### src/hw/rtl/ppdif_pkg.sv
`default_nettype none
package ppdif_pkg;

	localparam int COLUMNS       = 384;
	localparam int ROWS          = 216;
	localparam int SEARCH_RADIUS = 7;

	localparam int DEPTH   = COLUMNS * ROWS;
	localparam int ADDR_W  = $clog2(DEPTH);
	localparam int COL_W   = $clog2(COLUMNS);
	localparam int ROW_W   = $clog2(ROWS);
	localparam int QCOL_W  = 9;
	localparam int QROW_W  = 8;
	localparam int CODE_W  = 8;
	localparam int COORD_W = 32;
	localparam int FACT_W  = 16;
	localparam int SCALE_W = 8;

	localparam int MAX_DIM = (COLUMNS > ROWS) ? COLUMNS : ROWS;
	localparam int QUO_W   = $clog2(MAX_DIM + 1);
	localparam int OFF_W   = $clog2(SEARCH_RADIUS + 1) + 1;
	localparam int DIST_W  = $clog2(2 * SEARCH_RADIUS * SEARCH_RADIUS + 1);

	localparam logic [FACT_W-1:0]  HN_RESET    = 16'd5636;
	localparam logic [FACT_W-1:0]  VN_RESET    = 16'd10138;
	localparam logic [SCALE_W-1:0] SCALE_RESET = 8'd50;

	typedef enum logic [1:0] {
		CMD_CLEAR = 2'd0,
		CMD_POINT = 2'd1,
		CMD_QUERY = 2'd2,
		CMD_NONE  = 2'd3
	} cmd_t;

	typedef enum logic [1:0] {
		OP_CLEAR,
		OP_POINT,
		OP_QUERY
	} op_t;

	typedef enum logic [1:0] {
		REG_HN    = 2'd0,
		REG_VN    = 2'd1,
		REG_SCALE = 2'd2
	} reg_idx_t;

	typedef struct packed {
		op_t                       op;
		logic signed [COORD_W-1:0] x;
		logic signed [COORD_W-1:0] y;
		logic signed [COORD_W-1:0] z;
		logic [QCOL_W-1:0]         col;
		logic [QROW_W-1:0]         row;
	} item_t;

	typedef struct packed {
		logic init_busy;
		logic idle;
	} back_stat_t;

endpackage
`default_nettype wire

### src/hw/rtl/ppdif_front.sv
`default_nettype none
module ppdif_front import ppdif_pkg::*; (
	input  wire                       clk,
	input  wire                       arst_n,
	input  wire                       item_valid,
	output logic                      item_ready,
	input  wire [1:0]                 command,
	input  wire signed [COORD_W-1:0]  point_x,
	input  wire signed [COORD_W-1:0]  point_y,
	input  wire signed [COORD_W-1:0]  point_z,
	input  wire [QCOL_W-1:0]          query_column,
	input  wire [QROW_W-1:0]          query_row,
	input  back_stat_t                stat,
	output logic                      q_valid,
	output item_t                     q_item,
	input  wire                       q_pop
);

	item_t       fifo_q [2];
	logic        wr_ptr_q, rd_ptr_q;
	logic [1:0]  count_q;
	logic        transfer, keep, push;
	logic signed [COORD_W:0] ax, ay;
	item_t       entry;

	assign item_ready = (count_q != 2'd2) && !stat.init_busy;
	assign transfer   = item_valid && item_ready;

	// points behind the sensor or outside the lateral cone never reach the store
	assign ax = {point_x[COORD_W-1], point_x};
	assign ay = point_y[COORD_W-1] ? -{point_y[COORD_W-1], point_y}
	                               : {point_y[COORD_W-1], point_y};

	always_comb begin
		entry     = '0;
		entry.x   = point_x;
		entry.y   = point_y;
		entry.z   = point_z;
		entry.col = query_column;
		entry.row = query_row;
		keep      = 1'b0;
		unique case (command)
			CMD_CLEAR: begin
				entry.op = OP_CLEAR;
				keep     = 1'b1;
			end
			CMD_POINT: begin
				entry.op = OP_POINT;
				keep     = (ax > 0) && (ax >= ay);
			end
			CMD_QUERY: begin
				entry.op = OP_QUERY;
				keep     = 1'b1;
			end
			default: begin
				entry.op = OP_CLEAR;
				keep     = 1'b0;
			end
		endcase
	end

	assign push    = transfer && keep;
	assign q_valid = (count_q != 2'd0);
	assign q_item  = fifo_q[rd_ptr_q];

	always_ff @(posedge clk or negedge arst_n) begin
		if (!arst_n) begin
			wr_ptr_q <= 1'b0;
			rd_ptr_q <= 1'b0;
			count_q  <= 2'd0;
		end else begin
			if (push) wr_ptr_q <= !wr_ptr_q;
			if (q_pop) rd_ptr_q <= !rd_ptr_q;
			count_q <= count_q + 2'(push) - 2'(q_pop);
		end
	end

	always_ff @(posedge clk) begin
		if (push) begin
			fifo_q[wr_ptr_q] <= entry;
		end
	end

endmodule
`default_nettype wire

### config.mk
export PLATFORM = sky130hd
export DESIGN_NAME = ppdif_front
export DESIGN_NICKNAME = d
export VERILOG_FILES = /design/src/hw/rtl/ppdif_pkg.sv /design/src/hw/rtl/ppdif_front.sv
export SDC_FILE = /design/constraint.sdc
export NUM_CORES = 1
export LEC_CHECK = 0
export ABC_AREA = 0
export BUFFER_PORTS_ARGS = -buffer_cell sky130_fd_sc_hd__buf_2
export CORE_ASPECT_RATIO = 0.7
export CORE_UTILIZATION = 50
export CTS_CLUSTER_DIAMETER = 30
export CTS_CLUSTER_SIZE = 14
export DETAILED_ROUTE_END_ITERATION = 10
export MAX_ROUTING_LAYER = met4
export PLACE_DENSITY = 0.78
export RECOVER_POWER = 25
export SLEW_MARGIN = 30
export SYNTH_ARGS = -nofsm -noshare
export SYNTH_HDL_FRONTEND = slang
export SYNTH_SLANG_ARGS = --single-unit
### constraint.sdc
create_clock -name clk -period 8.4 [get_ports clk]
set_clock_uncertainty 0.15 [all_clocks]
set_input_delay 0.84 -clock clk [delete_from_list [all_inputs] [get_ports clk]]
set_output_delay 0.84 -clock clk [all_outputs]
set_load 0.01 [all_outputs]
==> results.json, run 1 <==
{
  "drt_pass1_iterations": 4,
  "dp_hpwl_mm": 14.6,
  "hold_buffers": 1,
  "synthArstFlopShare": 0.0171,
  "wire_per_inst_um": 18.8,
  "synth_nets": 735,
  "synth-main-ff-cell": "edfxtp_1",
  "num-fill-cells": 1409,
  "r2r_slack_ns": 5.63,
  "grt_overflow": 0,
  "relSlewSlack": 0.384,
  "reg2regPathDepth": 7,
  "rsz0062_at_grt": "no",
  "synthMostInstantiatedCell": "edfxtp_1",
  "post-route-util": 0.661,
  "drt_wl_total_mm": 21.3,
  "p_per_area_nw_per_um2": 299,
  "hp-class": "primary input to register",
  "end_kind": "register",
  "multi_input_area_um2": 2850,
  "min-delay-start": "point_z[24]",
  "hold_path_end": "fifo_q[1][41]",
  "clock_sinks": 234,
  "worstMarginPinSlew_ns": 0.924,
  "period_share": 0.641,
  "yosysTopAreaCell": "edfxtp_1",
  "drv_cap": 0,
  "peakVddDrop_uv": 236,
  "p_clk_frac": 0.396,
  "hold_depth": 1,
  "grt_max_degree": 84,
  "syn2layout_area_growth_pct": 27.7,
  "yosysWarnings": 0,
  "syn_area_per_cell_um2": 17.2,
  "critPathRequiredTime_ns": 8.37,
  "seqPwrFrac": 0.390,
  "fin_crit_ns": 5.38,
  "cts.repair.resized": 0,
  "p_sw_mw": 1.02,
  "cts_setup_buffers": 0,
  "hold_viol": 0,
  "cts_inserted_buffers": 37,
  "grt_pass1_wl_mm": 31.6,
  "via_per_inst": 5.25,
  "yosys-top-cells-area": "edfxtp_1 (70%), mux2_2 (13%), ha_1 (4.5%)",
  "p_leak_nw": 4.71,
  "start_util": 0.518,
  "ys_seq_area_frac": 0.705,
  "grt_pass1_vias": 5924,
  "die_h_um": 120,
  "syn-cell-area_um2": 9930,
  "ant_nets": 0,
  "synth_seq_cells": 234,
  "cts_root_buffer": "clkbuf_16",
  "setup_violations": 0,
  "gp_congestion": 0.802,
  "postLayoutCellArea_um2": 12700,
  "yosys-top-cells-count": "edfxtp_1 (230), mux2_2 (115), ha_1 (36)",
  "h-tree-depth": 2,
  "ys_types": 37,
  "place_area_um2": 11500,
  "clk_path_buf_depth": 3,
  "synth_cells": 578,
  "path_clk_slew_ns": 0.05,
  "reg2reg_from": "count_q[0]",
  "pwr-share-comb": 0.213,
  "worstSkewPairLatency_ns": 0.49,
  "arrival_ns": 5.35,
  "critPathKind": "primary input to register",
  "die_w_um": 170,
  "port_buffers": 236,
  "rows": 42,
  "worstPathMaxFanout": 83,
  "antenna_found_initial": 0,
  "tritoncts": "yes",
  "switching_share": 0.269,
  "whs_ns": 0.374,
  "boundaryPins": 238,
  "antenna_cells": 0,
  "status": "complete, no violations",
  "worstSetupStartpointType": "primary input",
  "drv_slew": 0,
  "num-nets-final": 1000,
  "internal_power_mw": 2.77,
  "drive_above_1_share": 0.447,
  "seq_area_um2": 7010,
  "worstReg2RegEnd": "fifo_q[0][84]",
  "core-area_um2": 19200,
  "grt_usage": 0.213,
  "fmax_ghz": 0.186,
  "initialDrtViolationCount": 313,
  "vias": 5941,
  "drc": 0,
  "synth.top_cell.area_share": 0.695,
  "dieArea_um2": 20400,
  "synth-edff-count": 230
}
==> logic make-up (layout without fill, tap and decap cells) <==
family | count (synthesis) | in the layout | synth area share
other cells | 1 | 1 | 0.000378
fa+ha+maj | 36 | 36 | 0.0454
flops | 234 | 234 | 0.705
simple gates | 80 | 80 | 0.0440
xor+xnor | 33 | 33 | 0.0291
buf+inv | 26 | 316 | 0.00983
compound gates | 52 | 52 | 0.0345
mux | 116 | 116 | 0.131
==> worst max path at each step <==
stage | startpoint | end | slack (ns) | cells past startpoint
after floorplan | point_y[4] | fifo_q[0][0] | -0.58 | 12
after CTS | point_y[4] | fifo_q[0][84] | 2.99 | 14
final | point_y[4] | fifo_q[0][84] | 3.02 | 14
after detailed placement | point_y[4] | fifo_q[0][35] | 2.52 | 14
after global routing | point_y[2] | fifo_q[0][84] | 2.69 | 14
after global placement | point_y[4] | fifo_q[0][28] | 2.32 | 14
==> flip-flops by register name, summed over array words and instances, names as in the netlist <==
signal,flops
rd_ptr_q,1
wr_ptr_q,1
count_q,2
fifo_q,230
==> stage by stage <==
stage / cells / setup TNS, ns / setup slack (ns) / power (mW)
4_1_cts: 1132 / 0 / 2.99 / 3.83
3_5_place_dp: 1067 / 0 / 2.52 / 2.32
6_report: 1132 / 0 / 3.02 / 3.79
3_3_place_gp: 1066 / 0 / 2.32 / 2.30
2_1_floorplan: 578 / -134.04 / -0.583 / 2.00
5_1_grt: 1132 / 0 / 2.69 / 3.95
==> layout make-up <==
cell class / instances / share of cell area
clock buffers: 39 / 0.0736
clock inverters: 25 / 0.0244
inverters: 10 / 0.00296
multi-input cells: 318 / 0.225
flip-flops and latches: 234 / 0.553
well taps: 264 / 0.0260
repair buffers: 242 / 0.0958
==> power groups by stage <==
stage,Sequential [mW],Clock (mW),Combinational (mW)
2_1_floorplan,1.45,0,0.553
3_3_place_gp,1.50,0,0.804
3_5_place_dp,1.50,0,0.814
4_1_cts,1.48,1.53,0.821
5_1_grt,1.49,1.58,0.870
6_report,1.48,1.50,0.808
==> cell usage in the layout (no fill, tap or decap), types with 3 or more instances in the layout <==
| cell type | netlist | layout |
|---|---|---|
| xor2_1 | 29 | 29 |
| nor4_1 | 12 | 12 |
| nor3_1 | 3 | 3 |
| dfrtp_1 | 4 | 3 |
| inv_8 | 0 | 3 |
| o21ai_0 | 13 | 13 |
| nand3_1 | 7 | 7 |
| nor2_1 | 10 | 8 |
| clkbuf_16 | 0 | 37 |
| ha_1 | 36 | 36 |
| clkinv_2 | 0 | 3 |
| or4_1 | 3 | 3 |
| mux2_2 | 115 | 115 |
| buf_2 | 0 | 196 |
| a21oi_1 | 17 | 17 |
| nand2_1 | 22 | 22 |
| edfxtp_1 | 230 | 230 |
| nand4_1 | 7 | 7 |
| o31ai_1 | 11 | 10 |
| o41ai_2 | 3 | 3 |
| inv_1 | 10 | 10 |
| or3_1 | 3 | 3 |
| xnor2_1 | 4 | 4 |
| inv_6 | 0 | 9 |
| clkbuf_1 | 16 | 42 |
| bufinv_16 | 0 | 5 |
==> per-layer routing <==
metal  routed length [um]  GRT usage  vias up  share of wire
li1                     -          -     2814              -
met5                    0          -        -              0
met4                  279     0.0557        0          0.013
met3                 2010     0.0617       34          0.094
met1                 9380      0.276     2866           0.44
met2                 9620      0.328      227           0.45
==> worst max-delay path: stages <==
cell	delay (ns)
buf_2	0.13
or3_1	0.39
or2_1	0.25
nor4_2	0.39
nand4_1	0.29
or4_1	0.53
ha_1	0.31
nand3_1	0.12
nor4_1	0.45
nand2_1	0.09
a31oi_1	0.20
o31ai_2	0.19
nor2_4	0.61
buf_12	0.44
No activity file was read; power rests on OpenSTA's default activity.
==> run 2: changes to the inputs <==
==> constraint.sdc (replaced) <==
create_clock -name clk -period 5.2 [get_ports clk]
set_clock_uncertainty 0.15 [all_clocks]
set_input_delay 0.52 -clock clk [delete_from_list [all_inputs] [get_ports clk]]
set_output_delay 0.52 -clock clk [all_outputs]
set_load 0.01 [all_outputs]
==> run 2 against run 1 <==
- critical path depth unchanged
- hold slack got worse by 0.31 ns
- register-to-register slack got worse by 2.8 ns
- critical path type unchanged
- largest power group is now registers
==> results.json, run 2 (synthesized netlist as in run 1, its figures left out) <==
{
  "whs_ns": 0.0590,
  "top_regs": "fifo_q x230, count_q x2",
  "drt_pass1_iterations": 4,
  "cts_setup_buffers": 0,
  "h-tree-depth": 2,
  "fmax_ghz": 0.225,
  "wl_met2_mm": 9.20,
  "relSlewSlack": 0.510,
  "place_area_um2": 11600,
  "period_share": 0.853,
  "syn2layout_area_growth_pct": 28.9,
  "setup_violations": 0,
  "drc": 0,
  "num-nets-final": 1009,
  "path_clk_slew_ns": 0.05,
  "cts_inserted_buffers": 37,
  "port_buffers": 236,
  "worstSetupStartpointType": "primary input",
  "critPathRequiredTime_ns": 5.23,
  "worstMarginPinSlew_ns": 0.736,
  "hp-class": "primary input to register",
  "grt_pass1_vias": 5800,
  "layout_common_cells": "edfxtp_1 (230), buf_2 (197), mux2_2 (115)",
  "status": "complete, no violations",
  "dp_hpwl_mm": 14.6,
  "boundaryPins": 238,
  "met3_length_mm": 2.03,
  "wire_per_inst_um": 18.4,
  "antenna_found_initial": 0,
  "top_layer": "met4",
  "reg2regPathDepth": 7,
  "p_per_area_nw_per_um2": 472,
  "antenna_cells": 0,
  "core-area_um2": 19200,
  "grt_max_degree": 68,
  "hold_buffers": 1,
  "cts.repair.resized": 0,
  "fin_ws_ns": 0.765,
  "worstSkewPairLatency_ns": 0.50,
  "postLayoutCellArea_um2": 12800,
  "largest_reg_flops": 230,
  "r2r_slack_ns": 2.88,
  "fin_crit_ns": 4.43,
  "post-route-util": 0.667,
  "layout_commonest_cell": "edfxtp_1",
  "drt_wl_total_mm": 21.1,
  "end_kind": "register",
  "clk_path_buf_depth": 3,
  "gp_congestion": 0.819,
  "die_h_um": 120,
  "post-place-ws_ns": 0.179,
  "via_per_inst": 5.25,
  "drive_above_1_share": 0.458,
  "start_util": 0.518,
  "hold_viol": 0,
  "ant_nets": 0,
  "worstPathMaxFanout": 27,
  "initialDrtViolationCount": 357,
  "die_w_um": 170,
  "tritoncts": "yes",
  "top_register": "fifo_q",
  "cts_root_buffer": "clkbuf_16",
  "rsz0062_at_grt": "no",
  "peakVddDrop_uv": 481,
  "dieArea_um2": 20400,
  "drv_slew": 0,
  "grt_usage": 0.210,
  "clock_sinks": 234,
  "met1_length_mm": 9.57,
  "critPathKind": "primary input to register",
  "drv_cap": 0,
  "vias": 5999,
  "p_leak_nw": 4.75,
  "hold_depth": 1,
  "arrival_ns": 4.46,
  "rows": 42,
  "grt_pass1_wl_mm": 31.5,
  "grt_overflow": 0
}
## run 2: cell count changes in the layout (fill, tap and decap cells not counted), moves of 2 or more
cell        change
nor4_2          +2
nor4_1          -2
inv_8           -2
buf_12          +5
clkinvlp_4      +2
clkbuf_1        +2
nor3_2          +2
clkinv_2        +3
buf_4           +6
inv_6           -6
nor3_1          -2
bufinv_16       -2
clkinv_1        +2
## run 2: worst paths after layout
path	from	to
setup / recovery	point_y[10]	fifo_q[1][62]
hold / removal	point_z[15]	fifo_q[0][32]
setup reg to reg	count_q[0]	fifo_q[1][62]
hold reg to reg	wr_ptr_q	wr_ptr_q
max in group asynchronous	arst_n	rd_ptr_q
min in group asynchronous	arst_n	rd_ptr_q
## run 2: layout make-up
type | count | area (um^2)
clock inverter | 23 | 228
fill | 1370 | 6380
sequential | 234 | 7010
inverter | 10 | 37.5
multi-input combinational | 318 | 2900
clock buffer | 43 | 970
tap | 264 | 330
timing repair buffer | 251 | 1320
## run 2: per-stage QoR
step                      instances  TNS (ns)  total power [mW]
after global placement         1076         0              3.74
after global routing           1143         0              6.29
after detailed placement       1076         0              3.76
final                          1143         0              6.05
after CTS                      1143         0              6.11
after floorplan                 578    -39.15              3.22
## run 2: power breakdown
part | switching [mW] | internal [mW] | total (mW)
Clock | 0.836 | 1.50 | 2.33
Combinational | 0.679 | 0.670 | 1.35
Sequential | 0.120 | 2.25 | 2.37
## run 2: worst max-delay path: stages
cell and delay (ns):
buf_2 0.13, or4_4 0.58, nor4_1 0.56, nand2_1 0.20, o31ai_1 0.30, xor2_1 0.14
ha_1 0.33, nand4_1 0.13, nor4_2 0.33, nand2_1 0.12, a31oi_2 0.28, o31ai_4 0.14
nor2_4 0.41, buf_12 0.26
## run 2: layer usage
metal  GRT usage  vias to the layer above
li1            -                     2844
met1       0.292                     2906
met2       0.305                      220
met3      0.0620                       29
met4      0.0462                        0
met5           -                        -
==> run 3: changes to the inputs <==
==> constraint.sdc (replaced) <==
create_clock -name clk -period 4.3 [get_ports clk]
set_clock_uncertainty 0.15 [all_clocks]
set_input_delay 0.43 -clock clk [delete_from_list [all_inputs] [get_ports clk]]
set_output_delay 0.43 -clock clk [all_outputs]
set_load 0.01 [all_outputs]
==> run 3 against run 2 <==
- sequential share of layout area down 4.0 points
- utilization up 5.3 points
- hold slack worse by 0.0083 ns
- critical path type unchanged
- first-iteration DRC count up 7.6%
- worst setup slack worse by 0.54 ns
- via count up 7.0%
- combinational power up 30%
- critical path depth up 3
- cell area up 8.0%
- clock power up 30%
- clock-buffer cell count down 5
==> results.json, run 3 (synthesized netlist as in run 1, its figures left out) <==
{
  "die_w_um": 170,
  "boundaryPins": 238,
  "path_clk_slew_ns": 0.06,
  "post-place-ws_ns": -0.465,
  "whs_ns": 0.0507,
  "worstPathMaxFanout": 17,
  "drive_above_1_share": 0.432,
  "hold_depth": 1,
  "dp_hpwl_mm": 15.7,
  "hp-class": "primary input to register",
  "hold_path_end": "fifo_q[1][53]",
  "cts_inserted_buffers": 34,
  "worstSetupStartpointType": "primary input",
  "cp-startpoint": "point_y[4]",
  "tritoncts": "yes",
  "syn2layout_area_growth_pct": 39.1,
  "cp_cell_sequence": "buf_2, or3_1, or2_1, nor4_4, buf_4, nand4_1, or4_4, ha_1, nand3_2, nor4_4, nand2_1, a31oi_4, o31ai_4, buf_4, nor2_4, buf_12, buf_12",
  "grt_usage": 0.229,
  "via_per_inst": 5.17,
  "num-nets-final": 1111,
  "drt_pass1_iterations": 4,
  "rows": 42,
  "cts_setup_buffers": 0,
  "setup_tns_ns": 0,
  "cp_slowest_stage_delay_ns": 0.52,
  "top_register": "fifo_q",
  "clk_path_buf_depth": 3,
  "layout_commonest_cell": "edfxtp_1",
  "largest_reg_flops": 230,
  "antenna_cells": 0,
  "worstSkewPairLatency_ns": 0.48,
  "period_share": 0.949,
  "drv_cap": 0,
  "reg2reg_from": "count_q[0]",
  "layout_common_cells": "edfxtp_1 (230), buf_2 (172), mux2_2 (115)",
  "h-tree-depth": 2,
  "initialDrtViolationCount": 384,
  "ant_nets": 0,
  "cts_root_buffer": "clkbuf_16",
  "critPathRequiredTime_ns": 4.34,
  "port_buffers": 236,
  "p_per_area_nw_per_um2": 554,
  "status": "complete, no violations",
  "vias": 6421,
  "place_area_um2": 12100,
  "peakVddDrop_uv": 436,
  "relSlewSlack": 0.368,
  "grt_max_degree": 65,
  "reg2regPathDepth": 9,
  "clock_sinks": 234,
  "fin_ws_ns": 0.221,
  "core-area_um2": 19200,
  "gp_congestion": 0.792,
  "drc": 0,
  "dieArea_um2": 20400,
  "critPathKind": "primary input to register",
  "grt_overflow": 0,
  "drt_wl_total_mm": 22.8,
  "top_regs": "fifo_q x230, count_q x2",
  "min-delay-start": "point_y[4]",
  "crit_path_top_delay_cell": "or4_4",
  "grt_pass1_vias": 6517,
  "hold_viol": 0,
  "start_util": 0.518,
  "fin_crit_ns": 4.08,
  "worstReg2RegEnd": "fifo_q[1][15]",
  "postLayoutCellArea_um2": 13800,
  "drv_slew": 0,
  "worst-path-buf-inv": 5,
  "worstMarginPinSlew_ns": 0.948,
  "setup_violations": 0,
  "die_h_um": 120,
  "antenna_found_initial": 0,
  "cp_top_family": "simple AND/OR/NAND/NOR gates",
  "r2r_slack_ns": 2.03,
  "arrival_ns": 4.12,
  "fmax_ghz": 0.245,
  "end_kind": "register",
  "p_leak_nw": 5.19,
  "wire_per_inst_um": 18.3,
  "grt_pass1_wl_mm": 34.1
}
-- run 3: cell count changes in the layout (fill, tap and decap cells not counted), moves of 2 or more --
cell,delta
buf_2,-25
bufinv_16,+5
clkinv_4,+2
dlygate4sd3_1,+50
nor4_4,+2
clkbuf_1,+33
clkinv_2,-5
buf_12,+3
buf_4,+39
-- run 3: cell type report --
cell class                 count  area, um^2
fill                        1287        5360
multi-input combinational    318        2960
sequential                   234        7010
timing repair buffer         356        2190
clock buffer                  38         930
tap                          264         330
inverter                      10        37.5
clock inverter                23         358
-- run 3: metal layers --
layer  share of wire  GRT usage  wire length, um
met5               0          -                0
met2            0.47      0.369            10700
met3           0.084     0.0577             1900
met4           0.013     0.0490              299
met1            0.43      0.294             9880
-- run 3: timing repair --
item,in CTS,in global routing
endpoints found under the hold margin,103,0
gates resized for setup,0,8
setup endpoints to repair,0,232
hold buffers,51,0
-- run 3: worst reg2reg max path, stage by stage, from the launching register on --
cell and delay (ns):
dfrtp_1 0.41, inv_1 0.06, a21oi_1 0.19, nand2_1 0.14, a21oi_1 0.23, o31ai_4 0.14
buf_4 0.17, nor2_4 0.14, buf_12 0.17, buf_12 0.17
-- run 3: where the power goes --
part | internal, mW | leakage [nW] | switching [mW]
Clock | 2.05 | 0.614 | 0.983
Combinational | 0.890 | 2.44 | 0.859
Sequential | 2.72 | 2.13 | 0.156
Total | 5.66 | 5.19 | 2.00
-- run 3: through the flow --
step / utilization / std cells / power (mW)
after floorplan: - / 578 / 3.89
after global placement: 0.630 / 1131 / 4.60
after detailed placement: 0.630 / 1131 / 4.62
after CTS: 0.724 / 1243 / 7.72
after global routing: 0.720 / 1243 / 7.95
final: 0.720 / 1243 / 7.66
-- run 3: worst max-delay path by stage --
| stage | endpoint | slack [ns] | cells after the start |
|---|---|---|---|
| floorplan | fifo_q[0][0] | -0.99 | 12 |
| global placement | fifo_q[1][46] | -0.41 | 17 |
| detailed placement | fifo_q[1][51] | -0.46 | 17 |
| CTS | fifo_q[1][83] | 0.04 | 17 |
| global route | count_q[1] | -0.02 | 22 |
| finish | fifo_q[1][15] | 0.22 | 17 |
